$ cat config.mk
export PLATFORM = sky130hd
export DESIGN_NAME = knn_top_k_search_core
export DESIGN_NICKNAME = d
export VERILOG_FILES = /design/src/rtl/knn_pkg.sv /design/src/rtl/knn_ram.sv /design/src/rtl/knn_dist.sv /design/src/rtl/knn_cell.sv /design/src/rtl/knn_top_k_search_core.sv
export VERILOG_INCLUDE_DIRS = /design/src /design/src/rtl
export SDC_FILE = /design/constraint.sdc
export NUM_CORES = 2
export LEC_CHECK = 0
export ABC_AREA = 1
export BUFFER_PORTS_ARGS = -buffer_cell sky130_fd_sc_hd__buf_2
export CORE_MARGIN = 4
export CORE_UTILIZATION = 40
export DETAILED_ROUTE_END_ITERATION = 16
export RECOVER_POWER = 25
export SETUP_SLACK_MARGIN = 0.3
export SYNTH_ARGS = -nofsm -noshare
export SYNTH_HDL_FRONTEND = slang
export SYNTH_SLANG_ARGS = --single-unit
export TNS_END_PERCENT = 5
$ cat constraint.sdc
create_clock -name clock -period 7.4 [get_ports clock]
set_input_delay 0.37 -clock clock [delete_from_list [all_inputs] [get_ports clock]]
set_output_delay 0.37 -clock clock [all_outputs]
set_load 0.02 [all_outputs]
$ cat src/rtl/knn_top_k_search_core_macros.svh
// Assertion macros shared by the k-nearest-neighbor search core.
// Included by files that carry concurrent checks; no other dependencies.
`ifndef KNN_TOP_K_SEARCH_CORE_MACROS_SVH
`define KNN_TOP_K_SEARCH_CORE_MACROS_SVH

// Same-cycle implication, disabled during reset
`define KNN_ASSERT_IMP(label, clk, rst, ante, cons) \
   label: assert property (@(posedge clk) disable iff (rst) (ante) |-> (cons)) \
      else $error("knn check failed: same-cycle implication");

// Next-cycle implication, disabled during reset
`define KNN_ASSERT_NXT(label, clk, rst, ante, cons) \
   label: assert property (@(posedge clk) disable iff (rst) (ante) |=> (cons)) \
      else $error("knn check failed: next-cycle implication");

`endif

$ cat src/rtl/knn_pkg.sv
// Shared types and constants for the k-nearest-neighbor search core.
// No dependencies; imported by every module of the block except knn_ram.
package knn_pkg;

   localparam int COORD_BITS         = 16;
   localparam int INDEX_BITS         = 16;
   localparam int DIST_OUT_BITS      = 36;
   localparam int CFG_BITS           = 5;
   localparam int CSR_INDEX_BITS     = 1;
   localparam int CMD_BITS           = 2;
   localparam int REQ_DATA_BITS      = 16;
   localparam int RSP_DATA_BITS      = 56;
   localparam int MAX_DIMENSIONS_DEF = 16;
   localparam int MAX_NEIGHBORS_DEF  = 16;

   localparam logic [CFG_BITS-1:0] DIMENSIONS_RESET = 5'd14;
   localparam logic [CFG_BITS-1:0] NEIGHBORS_RESET  = 5'd3;

   localparam logic [CSR_INDEX_BITS-1:0] REG_DIMENSIONS = 1'b0;
   localparam logic [CSR_INDEX_BITS-1:0] REG_NEIGHBORS  = 1'b1;

   typedef enum logic [CMD_BITS-1:0] {
      CMD_QUERY     = 2'd0,
      CMD_REFERENCE = 2'd1,
      CMD_EMIT      = 2'd2
   } knn_cmd_type;

   // Operation handed from the distance pipeline to the neighbor list
   typedef struct packed {
      logic insert;
      logic clear;
      logic emit;
   } knn_op_type;

   // Control broadcast to every cell of the list
   typedef struct packed {
      logic insert;
      logic rotate;
      logic clear;
   } knn_cell_ctl_type;

endpackage

$ cat src/rtl/knn_ram.sv
// Generic single-write, single-read RAM with registered read data.
// No dependencies.
module knn_ram #(
   parameter int WIDTH = 16,
   parameter int DEPTH = 16,
   parameter int ADDR_BITS = (DEPTH > 1) ? $clog2(DEPTH) : 1
) (
   input  logic                 clock,
   input  logic                 wr_en,
   input  logic [ADDR_BITS-1:0] wr_addr,
   input  logic [WIDTH-1:0]     wr_data,
   input  logic                 rd_en,
   input  logic [ADDR_BITS-1:0] rd_addr,
   output logic [WIDTH-1:0]     rd_data
);

   logic [WIDTH-1:0] mem_ff [DEPTH];
   logic [WIDTH-1:0] rd_data_ff;

   always_ff @(posedge clock) begin
      if (wr_en) begin
         mem_ff[wr_addr] <= wr_data;
      end
      if (rd_en) begin
         rd_data_ff <= mem_ff[rd_addr];
      end
   end

   assign rd_data = rd_data_ff;

endmodule

$ cat src/rtl/knn_dist.sv
// Distance pipeline: query store, coordinate difference, square and accumulate.
// Depends on knn_pkg and knn_ram.
module knn_dist #(
   parameter int MAX_DIMENSIONS = 16,
   parameter int DIM_BITS = 5,
   parameter int DIST_BITS = 36
) (
   input  logic                               clock,
   input  logic                               reset,
   input  logic                               item_valid,
   input  knn_pkg::knn_cmd_type               item_cmd,
   input  logic [knn_pkg::COORD_BITS-1:0]     item_coord,
   input  logic [DIM_BITS-1:0]                dims,
   output knn_pkg::knn_op_type                op,
   output logic [DIST_BITS-1:0]               point_dist
);
   import knn_pkg::*;

   localparam int AW = (MAX_DIMENSIONS > 1) ? $clog2(MAX_DIMENSIONS) : 1;

   typedef struct packed {
      logic ref_coord;
      logic clear;
      logic emit;
      logic point_end;
   } tag_type;

   logic [AW-1:0]           qpos_ff, qpos_in;
   logic [AW-1:0]           cpos_ff, cpos_in;
   logic [AW-1:0]           qsel, csel;
   logic [DIM_BITS-1:0]     qnext, cnext;
   logic                    wr_en, rd_en;
   tag_type                 tag0, tag1_ff, tag2_ff, tag3_ff;
   logic [COORD_BITS-1:0]   coord1_ff;
   logic [COORD_BITS-1:0]   query_q;
   logic [COORD_BITS-1:0]   diff2_ff;
   logic [2*COORD_BITS-1:0] sq3_ff;
   logic [DIST_BITS-1:0]    partial_ff, partial_in;
   logic [DIST_BITS-1:0]    sum;
   logic [DIST_BITS-1:0]    dist_ff, dist_in;
   knn_op_type              op_ff, op_in;

   // Position selection, wrapping when the dimension count has dropped
   always_comb begin
      qsel  = (DIM_BITS'(qpos_ff) >= dims) ? '0 : qpos_ff;
      csel  = (DIM_BITS'(cpos_ff) >= dims) ? '0 : cpos_ff;
      qnext = DIM_BITS'(qsel) + DIM_BITS'(1);
      cnext = DIM_BITS'(csel) + DIM_BITS'(1);
   end

   always_comb begin
      tag0    = '0;
      qpos_in = qpos_ff;
      cpos_in = cpos_ff;
      wr_en   = 1'b0;
      rd_en   = 1'b0;
      if (item_valid) begin
         unique case (item_cmd)
            CMD_QUERY: begin
               wr_en     = 1'b1;
               tag0.clear = 1'b1;
               cpos_in   = '0;
               qpos_in   = (qnext >= dims) ? '0 : AW'(qnext);
            end
            CMD_REFERENCE: begin
               rd_en          = 1'b1;
               tag0.ref_coord = 1'b1;
               tag0.point_end = (cnext >= dims);
               cpos_in        = (cnext >= dims) ? '0 : AW'(cnext);
            end
            CMD_EMIT: begin
               tag0.emit = 1'b1;
            end
            default: begin
               // unknown command: drop
            end
         endcase
      end
   end

   knn_ram #(
      .WIDTH (COORD_BITS),
      .DEPTH (MAX_DIMENSIONS),
      .ADDR_BITS (AW)
   ) u_query_ram (
      .clock   (clock),
      .wr_en   (wr_en),
      .wr_addr (qsel),
      .wr_data (item_coord),
      .rd_en   (rd_en),
      .rd_addr (csel),
      .rd_data (query_q)
   );

   // Accumulate stage; a clear token empties the running sum
   always_comb begin
      sum        = partial_ff + DIST_BITS'(sq3_ff);
      partial_in = partial_ff;
      dist_in    = dist_ff;
      op_in      = '0;
      op_in.clear = tag3_ff.clear;
      op_in.emit  = tag3_ff.emit;
      if (tag3_ff.clear) begin
         partial_in = '0;
      end else if (tag3_ff.ref_coord) begin
         if (tag3_ff.point_end) begin
            partial_in   = '0;
            dist_in      = sum;
            op_in.insert = 1'b1;
         end else begin
            partial_in = sum;
         end
      end
   end

   always_ff @(posedge clock) begin
      if (reset) begin
         qpos_ff    <= '0;
         cpos_ff    <= '0;
         tag1_ff    <= '0;
         tag2_ff    <= '0;
         tag3_ff    <= '0;
         partial_ff <= '0;
         op_ff      <= '0;
      end else begin
         qpos_ff    <= qpos_in;
         cpos_ff    <= cpos_in;
         tag1_ff    <= tag0;
         tag2_ff    <= tag1_ff;
         tag3_ff    <= tag2_ff;
         partial_ff <= partial_in;
         op_ff      <= op_in;
      end
   end

   always_ff @(posedge clock) begin
      coord1_ff <= item_coord;
      diff2_ff  <= (coord1_ff >= query_q) ? (coord1_ff - query_q) : (query_q - coord1_ff);
      sq3_ff    <= diff2_ff * diff2_ff;
      dist_ff   <= dist_in;
   end

   assign op         = op_ff;
   assign point_dist = dist_ff;

endmodule

$ cat src/rtl/knn_cell.sv
// One slot of the sorted neighbor list: holds distance, index and valid flag.
// Depends on knn_pkg.
module knn_cell #(
   parameter int DIST_BITS = 36
) (
   input  logic                           clock,
   input  logic                           reset,
   input  knn_pkg::knn_cell_ctl_type      ctl,
   input  logic [DIST_BITS-1:0]           new_dist,
   input  logic [knn_pkg::INDEX_BITS-1:0] new_index,
   input  logic                           prev_take,
   input  logic                           prev_valid,
   input  logic [DIST_BITS-1:0]           prev_dist,
   input  logic [knn_pkg::INDEX_BITS-1:0] prev_index,
   input  logic                           next_valid,
   input  logic [DIST_BITS-1:0]           next_dist,
   input  logic [knn_pkg::INDEX_BITS-1:0] next_index,
   output logic                           take,
   output logic                           valid,
   output logic [DIST_BITS-1:0]           slot_dist,
   output logic [knn_pkg::INDEX_BITS-1:0] index
);
   import knn_pkg::*;

   logic                  valid_ff, valid_in;
   logic [DIST_BITS-1:0]  dist_ff, dist_in;
   logic [INDEX_BITS-1:0] index_ff, index_in;

   // Strict compare: an equal newcomer lands behind the stored point
   assign take = !valid_ff || (new_dist < dist_ff);

   always_comb begin
      valid_in = valid_ff;
      dist_in  = dist_ff;
      index_in = index_ff;
      if (ctl.clear) begin
         valid_in = 1'b0;
      end else if (ctl.rotate) begin
         // advance toward the head so the list leaves nearest first
         valid_in = next_valid;
         dist_in  = next_dist;
         index_in = next_index;
      end else if (ctl.insert && take) begin
         if (prev_take) begin
            valid_in = prev_valid;
            dist_in  = prev_dist;
            index_in = prev_index;
         end else begin
            valid_in = 1'b1;
            dist_in  = new_dist;
            index_in = new_index;
         end
      end
   end

   always_ff @(posedge clock) begin
      if (reset) begin
         valid_ff <= 1'b0;
      end else begin
         valid_ff <= valid_in;
      end
   end

   always_ff @(posedge clock) begin
      dist_ff  <= dist_in;
      index_ff <= index_in;
   end

   assign valid     = valid_ff;
   assign slot_dist = dist_ff;
   assign index     = index_ff;

endmodule

$ cat src/rtl/knn_top_k_search_core.sv
// Exact k-nearest-neighbor search, squared Euclidean distance, with sorted cell chain.
// Depends on knn_pkg, knn_dist, knn_cell and the assertion macro header.
//
// Query and reference coordinates are taken one per cycle, with no gaps, except while an
// emit holds req_tready low. The distance pipeline is four stages deep (query RAM read,
// difference, square, accumulate), and a reference point enters the neighbor list once
// its last coordinate has passed through all four; the list is a chain of MAX_NEIGHBORS
// cells. An emit transaction holds req_tready low from acceptance until the chain has
// rotated once through all cells; stalls on the result side lengthen that rotation.
// Results leave through an output register, nearest first; equal distances keep the
// earlier point first. Loading a query coordinate empties the list.
`include "knn_top_k_search_core_macros.svh"

module knn_top_k_search_core #(
   parameter int MAX_DIMENSIONS = knn_pkg::MAX_DIMENSIONS_DEF,
   parameter int MAX_NEIGHBORS  = knn_pkg::MAX_NEIGHBORS_DEF
) (
   input  logic                                  clock,
   input  logic                                  reset,
   // request: tdata = coordinate[15:0]; tuser = command[1:0]
   input  logic                                  req_tvalid,
   output logic                                  req_tready,
   input  logic [knn_pkg::REQ_DATA_BITS-1:0]     req_tdata,
   input  logic [knn_pkg::CMD_BITS-1:0]          req_tuser,
   // response: tdata = distance_squared[35:0], neighbor_index[51:36], zero pad
   output logic                                  rsp_tvalid,
   input  logic                                  rsp_tready,
   output logic [knn_pkg::RSP_DATA_BITS-1:0]     rsp_tdata,
   // response: tuser = found
   output logic                                  rsp_tuser,
   output logic                                  rsp_tlast,
   input  logic                                  csr_we,
   input  logic [knn_pkg::CSR_INDEX_BITS-1:0]    csr_index,
   input  logic [knn_pkg::CFG_BITS-1:0]          csr_wdata
);
   import knn_pkg::*;

   localparam int DIM_BITS  = $clog2(MAX_DIMENSIONS + 1);
   localparam int NBR_BITS  = $clog2(MAX_NEIGHBORS + 1);
   localparam int STEP_BITS = (MAX_NEIGHBORS > 1) ? $clog2(MAX_NEIGHBORS) : 1;
   localparam int DIST_BITS = 2 * COORD_BITS +
                              ((MAX_DIMENSIONS > 1) ? $clog2(MAX_DIMENSIONS) : 0);
   localparam int COUNT_BITS = INDEX_BITS + 1;
   localparam int PAD_BITS  = RSP_DATA_BITS - DIST_OUT_BITS - INDEX_BITS;

   logic [CFG_BITS-1:0]   dims_cfg_ff, dims_cfg_in;
   logic [CFG_BITS-1:0]   nbr_cfg_ff, nbr_cfg_in;
   logic [DIM_BITS-1:0]   dims;
   logic [NBR_BITS-1:0]   k_use;
   logic                  accept;
   knn_cmd_type           cmd;
   knn_op_type            dist_op;
   logic [DIST_BITS-1:0]  point_dist;
   logic [COUNT_BITS-1:0] count_ff, count_in;
   logic                  emit_busy_ff, emit_busy_in;
   logic                  rot_active_ff, rot_active_in;
   logic [STEP_BITS-1:0]  rot_step_ff, rot_step_in;
   logic                  need_out;
   logic                  can_step;
   logic                  rsp_valid_ff, rsp_valid_in;
   logic [DIST_OUT_BITS-1:0] rsp_dist_ff, rsp_dist_in;
   logic [INDEX_BITS-1:0] rsp_index_ff, rsp_index_in;
   logic                  rsp_found_ff, rsp_found_in;
   logic                  rsp_last_ff, rsp_last_in;
   logic [DIST_BITS+DIST_OUT_BITS-1:0] head_dist_wide;
   knn_cell_ctl_type      cell_ctl;

   logic                  cell_take  [MAX_NEIGHBORS];
   logic                  cell_valid [MAX_NEIGHBORS];
   logic [DIST_BITS-1:0]  cell_dist  [MAX_NEIGHBORS];
   logic [INDEX_BITS-1:0] cell_index [MAX_NEIGHBORS];

   // Configuration writes
   always_comb begin
      dims_cfg_in = dims_cfg_ff;
      nbr_cfg_in  = nbr_cfg_ff;
      if (csr_we) begin
         unique case (csr_index)
            REG_DIMENSIONS: dims_cfg_in = csr_wdata;
            REG_NEIGHBORS:  nbr_cfg_in  = csr_wdata;
            default: begin
            end
         endcase
      end
   end

   // Clamp registers into their usable ranges
   always_comb begin
      if (dims_cfg_ff == '0) begin
         dims = DIM_BITS'(1);
      end else if (32'(dims_cfg_ff) > MAX_DIMENSIONS) begin
         dims = DIM_BITS'(MAX_DIMENSIONS);
      end else begin
         dims = DIM_BITS'(dims_cfg_ff);
      end
      if (nbr_cfg_ff == '0) begin
         k_use = NBR_BITS'(1);
      end else if (32'(nbr_cfg_ff) > MAX_NEIGHBORS) begin
         k_use = NBR_BITS'(MAX_NEIGHBORS);
      end else begin
         k_use = NBR_BITS'(nbr_cfg_ff);
      end
   end

   assign req_tready = !emit_busy_ff;
   assign accept     = req_tvalid && req_tready;
   assign cmd        = knn_cmd_type'(req_tuser);

   knn_dist #(
      .MAX_DIMENSIONS (MAX_DIMENSIONS),
      .DIM_BITS       (DIM_BITS),
      .DIST_BITS      (DIST_BITS)
   ) u_dist (
      .clock      (clock),
      .reset      (reset),
      .item_valid (accept),
      .item_cmd   (cmd),
      .item_coord (req_tdata[COORD_BITS-1:0]),
      .dims       (dims),
      .op         (dist_op),
      .point_dist (point_dist)
   );

   // Emit rotation: every cell shifts one place per step; a full turn restores the list
   assign need_out = NBR_BITS'(rot_step_ff) < k_use;
   assign can_step = rot_active_ff && (!need_out || !rsp_valid_ff || rsp_tready);

   always_comb begin
      cell_ctl        = '0;
      cell_ctl.insert = dist_op.insert;
      cell_ctl.clear  = dist_op.clear;
      cell_ctl.rotate = can_step;
   end

   for (genvar g = 0; g < MAX_NEIGHBORS; g++) begin : g_cell
      localparam int P = (g == 0) ? MAX_NEIGHBORS - 1 : g - 1;
      localparam int N = (g == MAX_NEIGHBORS - 1) ? 0 : g + 1;
      knn_cell #(
         .DIST_BITS (DIST_BITS)
      ) u_cell (
         .clock      (clock),
         .reset      (reset),
         .ctl        (cell_ctl),
         .new_dist   (point_dist),
         .new_index  (count_ff[INDEX_BITS-1:0]),
         .prev_take  ((g == 0) ? 1'b0 : cell_take[P]),
         .prev_valid (cell_valid[P]),
         .prev_dist  (cell_dist[P]),
         .prev_index (cell_index[P]),
         .next_valid (cell_valid[N]),
         .next_dist  (cell_dist[N]),
         .next_index (cell_index[N]),
         .take       (cell_take[g]),
         .valid      (cell_valid[g]),
         .slot_dist  (cell_dist[g]),
         .index      (cell_index[g])
      );
   end

   assign head_dist_wide = {{DIST_OUT_BITS{1'b0}}, cell_dist[0]};

   always_comb begin
      count_in      = count_ff;
      emit_busy_in  = emit_busy_ff;
      rot_active_in = rot_active_ff;
      rot_step_in   = rot_step_ff;
      rsp_valid_in  = rsp_valid_ff && !rsp_tready;
      rsp_dist_in   = rsp_dist_ff;
      rsp_index_in  = rsp_index_ff;
      rsp_found_in  = rsp_found_ff;
      rsp_last_in   = rsp_last_ff;

      if (dist_op.clear) begin
         count_in = '0;
      end else if (dist_op.insert && (count_ff != '1)) begin
         count_in = count_ff + COUNT_BITS'(1);
      end

      if (accept && (cmd == CMD_EMIT)) begin
         emit_busy_in = 1'b1;
      end

      if (dist_op.emit) begin
         rot_active_in = 1'b1;
         rot_step_in   = '0;
      end

      if (can_step) begin
         if (need_out) begin
            rsp_valid_in = 1'b1;
            rsp_found_in = cell_valid[0];
            rsp_dist_in  = cell_valid[0] ? head_dist_wide[DIST_OUT_BITS-1:0] : '0;
            rsp_index_in = cell_valid[0] ? cell_index[0] : '0;
            rsp_last_in  = (NBR_BITS'(rot_step_ff) + NBR_BITS'(1)) == k_use;
         end
         if (32'(rot_step_ff) == MAX_NEIGHBORS - 1) begin
            rot_active_in = 1'b0;
            emit_busy_in  = 1'b0;
         end else begin
            rot_step_in = rot_step_ff + STEP_BITS'(1);
         end
      end
   end

   always_ff @(posedge clock) begin
      if (reset) begin
         dims_cfg_ff   <= DIMENSIONS_RESET;
         nbr_cfg_ff    <= NEIGHBORS_RESET;
         count_ff      <= '0;
         emit_busy_ff  <= 1'b0;
         rot_active_ff <= 1'b0;
         rot_step_ff   <= '0;
         rsp_valid_ff  <= 1'b0;
      end else begin
         dims_cfg_ff   <= dims_cfg_in;
         nbr_cfg_ff    <= nbr_cfg_in;
         count_ff      <= count_in;
         emit_busy_ff  <= emit_busy_in;
         rot_active_ff <= rot_active_in;
         rot_step_ff   <= rot_step_in;
         rsp_valid_ff  <= rsp_valid_in;
      end
   end

   always_ff @(posedge clock) begin
      rsp_dist_ff  <= rsp_dist_in;
      rsp_index_ff <= rsp_index_in;
      rsp_found_ff <= rsp_found_in;
      rsp_last_ff  <= rsp_last_in;
   end

   assign rsp_tvalid = rsp_valid_ff;
   assign rsp_tdata  = {{PAD_BITS{1'b0}}, rsp_index_ff, rsp_dist_ff};
   assign rsp_tuser  = rsp_found_ff;
   assign rsp_tlast  = rsp_last_ff;

   `KNN_ASSERT_IMP(a_no_accept_in_rotation, clock, reset, rot_active_ff, !req_tready)
   `KNN_ASSERT_IMP(a_rotate_alone, clock, reset, cell_ctl.rotate, !dist_op.insert && !dist_op.clear)
   `KNN_ASSERT_NXT(a_emit_starts_rotation, clock, reset, dist_op.emit, rot_active_ff && emit_busy_ff)

endmodule

==> results.yml <==
sta:
  fin_crit_sh_pct: 82.3
  worst_slew_pin_slew_ns: 2.83
  rsz0062_at_grt: "false"
  finalMaxSlewViolations: 302
  relSlewSlack_pct: -88.8
  fin_crit_ns: 6.09
  max_freq_ghz: 0.164
  hold_viol: 0
  finClkSkew_ns: 0.0820
  setup_viol: 0
  fin_setup_tns_ns: 0
worst_setup_path:
  worstPathArrival_ns: 6.82
  reg2regPathDepth: 20
  critPathCaptureType: "flip-flop"
  crit_top_cell: "fa_1"
  rrSetupSlack_ns: 1.31
  critPathMaxStageDelay_ns: 0.84
  setup.worst_path.class: "reg2reg"
  r2r-start: "u_dist.diff2_ff[6]"
  required_ns: 8.12
  critPathLaunchType: "flip-flop"
  cp_max_fo: 16
  r2r-end: "u_dist.sq3_ff[29]"
  crit_start: "u_dist.diff2_ff[6]"
  crit_path_top_delay_cell: "dfxtp_1"
  crit_end: "u_dist.sq3_ff[29]"
  timing.critical_path.cells: "nand2_1 > fa_1 > fa_1 > inv_1 > fa_1 > fa_1 > fa_1 > inv_1 > fa_1 > inv_1 > ha_1 > a21oi_1 > o21ai_0 > a21oi_1 > nand3_1 > a21o_1 > nand2_1 > nand2_1 > nand2_1 > nand2_1"
yosys:
  synthTopCellsByCount: "nand2_1, nand3_1, inv_1"
  synth_edf_count: 1194
  ys.flop_type: "edfxtp_1"
  yosysUniqueCellTypes: 55
  syn_avg_cell_area_sq_um: 8.38
  yosysTopAreaCellShare_pct: 39.8
  yosysMostFrequentCell: "nand2_1"
  yosysWarningCount: 0
  synth_top_area_cell: "edfxtp_1"
  syn-cell-area_sq_um: 90100
  synthArstFlopShare_pct: 0
  ys_seq_area_share_pct: 43.6
  synth_cells: 10800
  synth_area_leaders: "edfxtp_1, ha_1, nand2_1, nand3_1, inv_1"
  ys_ff_latch: 1366
power:
  peakVddDrop_v: 0.000989
  p_leak_nw: 45.2
  finalPower_mw: 33.3
  pwr_density_cell_nw_per_um2: 338
global_routing:
  grt_pass1_vias: 71700
  overflow: 0
  grt_use_total_pct: 22.5
  grt_max_degree: 250
  grt_pass1_wl_mm: 417
  antenna_found_initial: 4
cts:
  clk_latency_ns: 0.86
  cts_sinks: 1366
  clk_pin_slew_ns: 0.06
  cts.path.max_buffers: 3
  cts_inserted_buffers: 165
  tritoncts: "built"
  htree_levels: 4
  cts_root_buffer: "clkbuf_16"
floorplanning:
  fp.dieH_um: 483
  die_w_um: 483
  start_util_pct: 40.4
  die_area_sq_um: 233000
  core_sq_um: 223000
  num_rows: 173
  io_pins: 89
run:
  cap_violations: 5
drt:
  drt_iter0_drc: 8173
  post_drt_wl_per_cell_um: 19.6
  viasPerCell: 5.47
  dr.pass1.iters: 6
  postRouteAntennaNets: 0
  vias: 74900
  routed_wl_mm: 268
  drc: 0
final_layout:
  drive_above_1_share_pct: 4.43
  final_core_util_pct: 44.1
  n_fill_cell: 21800
  syn_to_final_growth_pct: 9.32
  nets: 11500
min_path:
  hp-class: "in2reg"
  min_from: "req_tvalid"
placed_design:
  port-buffer-count: 84
  hpwl_mm: 191
  place.gp.congestion: 0.887
outcome:
  status: "complete, but fails checks"
  violations: "capacitance limit, slew limit"
flip-flops by register name, summed over array words and instances (netlist names), 16 cells and up:
register and count:
count_ff 17, u_dist.point_dist 36, u_dist.u_query_ram.rd_data 16, u_dist.diff2_ff 16
rsp_index_ff 16, g_cell.u_cell.slot_dist 576, u_dist.u_query_ram.mem_ff 256, rsp_dist_ff 36
u_dist.coord1_ff 16, u_dist.sq3_ff 31, g_cell.u_cell.index 256, g_cell.u_cell.valid 16
u_dist.partial_ff 36
cells by family (layout without fill, tap and decap cells):
logic type / after synthesis / count (layout) / synth area share (%)
AND/OR/NAND/NOR: 4515 / 4515 / 21.7
buffers and inverters: 2200 / 2163 / 9.91
AO/OA/AOI/OAI: 1687 / 1687 / 9.99
flip-flops: 1366 / 1366 / 43.6
adder cells (fa/ha/maj): 916 / 916 / 14.1
XOR/XNOR: 72 / 72 / 0.700
multiplexers: 2 / 2 / 0.0236
other: 1 / 5 / 0.00416
timing repair:
item,in CTS,in global routing
resized for setup,0,0
setup buffers,0,0
hold endpoints to repair,304,0
endpoints found under the setup margin,0,0
hold buffers,36,0
how the worst min path moves through the flow:
stage,end,cells after the start
after floorplan,u_dist.sq3_ff[0],0
after global placement,u_dist.tag2_ff[1],2
after detailed placement,u_dist.tag2_ff[3],2
after CTS,emit_busy_ff,5
after global routing,emit_busy_ff,5
final,emit_busy_ff,5
per-layer routing:
metal / global-route usage, % / share of wire (%) / up-vias
met5: 0 / 0 / -
met4: 5.75 / 2.3 / 0
met3: 2.79 / 7.9 / 372
met2: 35.6 / 45 / 3071
met1: 32.6 / 45 / 35700
li1: - / - / 35700
power by group:
part,switching [mW],internal [mW]
Combinational,9.87,6.04
Clock,3.57,4.91
Sequential,0.165,8.75
final cells by class:
| cell class | count | area [sq um] | area share (%) |
|---|---|---|---|
| Clock buffer | 222 | 4550 | 4.62 |
| Tap cell | 2975 | 3720 | 3.78 |
| Sequential cell | 1366 | 39300 | 39.9 |
| Clock inverter | 89 | 1140 | 1.15 |
| Multi-Input combinational cell | 7196 | 42100 | 42.7 |
| Timing Repair Buffer | 248 | 1680 | 1.71 |
| Inverter | 1604 | 6020 | 6.11 |
| Antenna cell | 1 | 2.50 | 0.00254 |
cells in the final DEF, fill, tap and decap left out, types with 8 or more instances in the layout:
cell / Yosys / routed
o21bai_1: 8 / 8
o21ai_0: 796 / 796
buf_4: 27 / 110
nand2_2: 21 / 20
xnor2_1: 14 / 14
a21oi_4: 0 / 16
nor2_1: 523 / 522
a21o_1: 31 / 31
a31oi_1: 57 / 57
o211ai_1: 104 / 104
nand4_1: 55 / 55
edfxtp_1: 1194 / 1194
clkinv_16: 0 / 10
clkbuf_8: 0 / 14
clkbuf_16: 0 / 168
xor2_1: 58 / 58
nor3_1: 30 / 30
fa_1: 166 / 166
ha_1: 750 / 750
dfxtp_1: 172 / 156
nand3_1: 1634 / 1635
inv_1: 1590 / 1589
clkinv_1: 6 / 23
o21ai_1: 204 / 204
clkinv_2: 1 / 33
buf_2: 249 / 11
dfxtp_2: 0 / 16
dlygate4sd3_1: 0 / 36
nand3b_1: 18 / 18
and2_0: 0 / 14
nand2_1: 2181 / 2182
nand2_4: 13 / 13
o21a_1: 32 / 32
clkbuf_1: 270 / 125
bufinv_16: 0 / 15
a21oi_1: 441 / 425
metrics by stage:
stage / setup WS, ns / std cells / hold slack (ns) / area, sq um
final: 1.31 / 13700 / 0.113 / 98500
after global routing: 0.902 / 13700 / 0.0943 / 98500
after CTS: 1.27 / 13700 / 0.0204 / 98700
after detailed placement: 1.27 / 13400 / 0.395 / 92600
after global placement: 1.20 / 13400 / 0.390 / 92600
after floorplan: 1.82 / 10800 / 0.329 / 90100
critical path, delay by kind of cell (launching register included):
family | cells | cell delay, ns
flip-flops | 1 | 0.84
AND/OR/NAND/NOR | 6 | 0.67
buffers and inverters | 3 | 0.16
adder cells (fa/ha/maj) | 7 | 3.55
AO/OA/AOI/OAI | 4 | 0.80
Note: power is estimated with default switching activity, not from simulation.
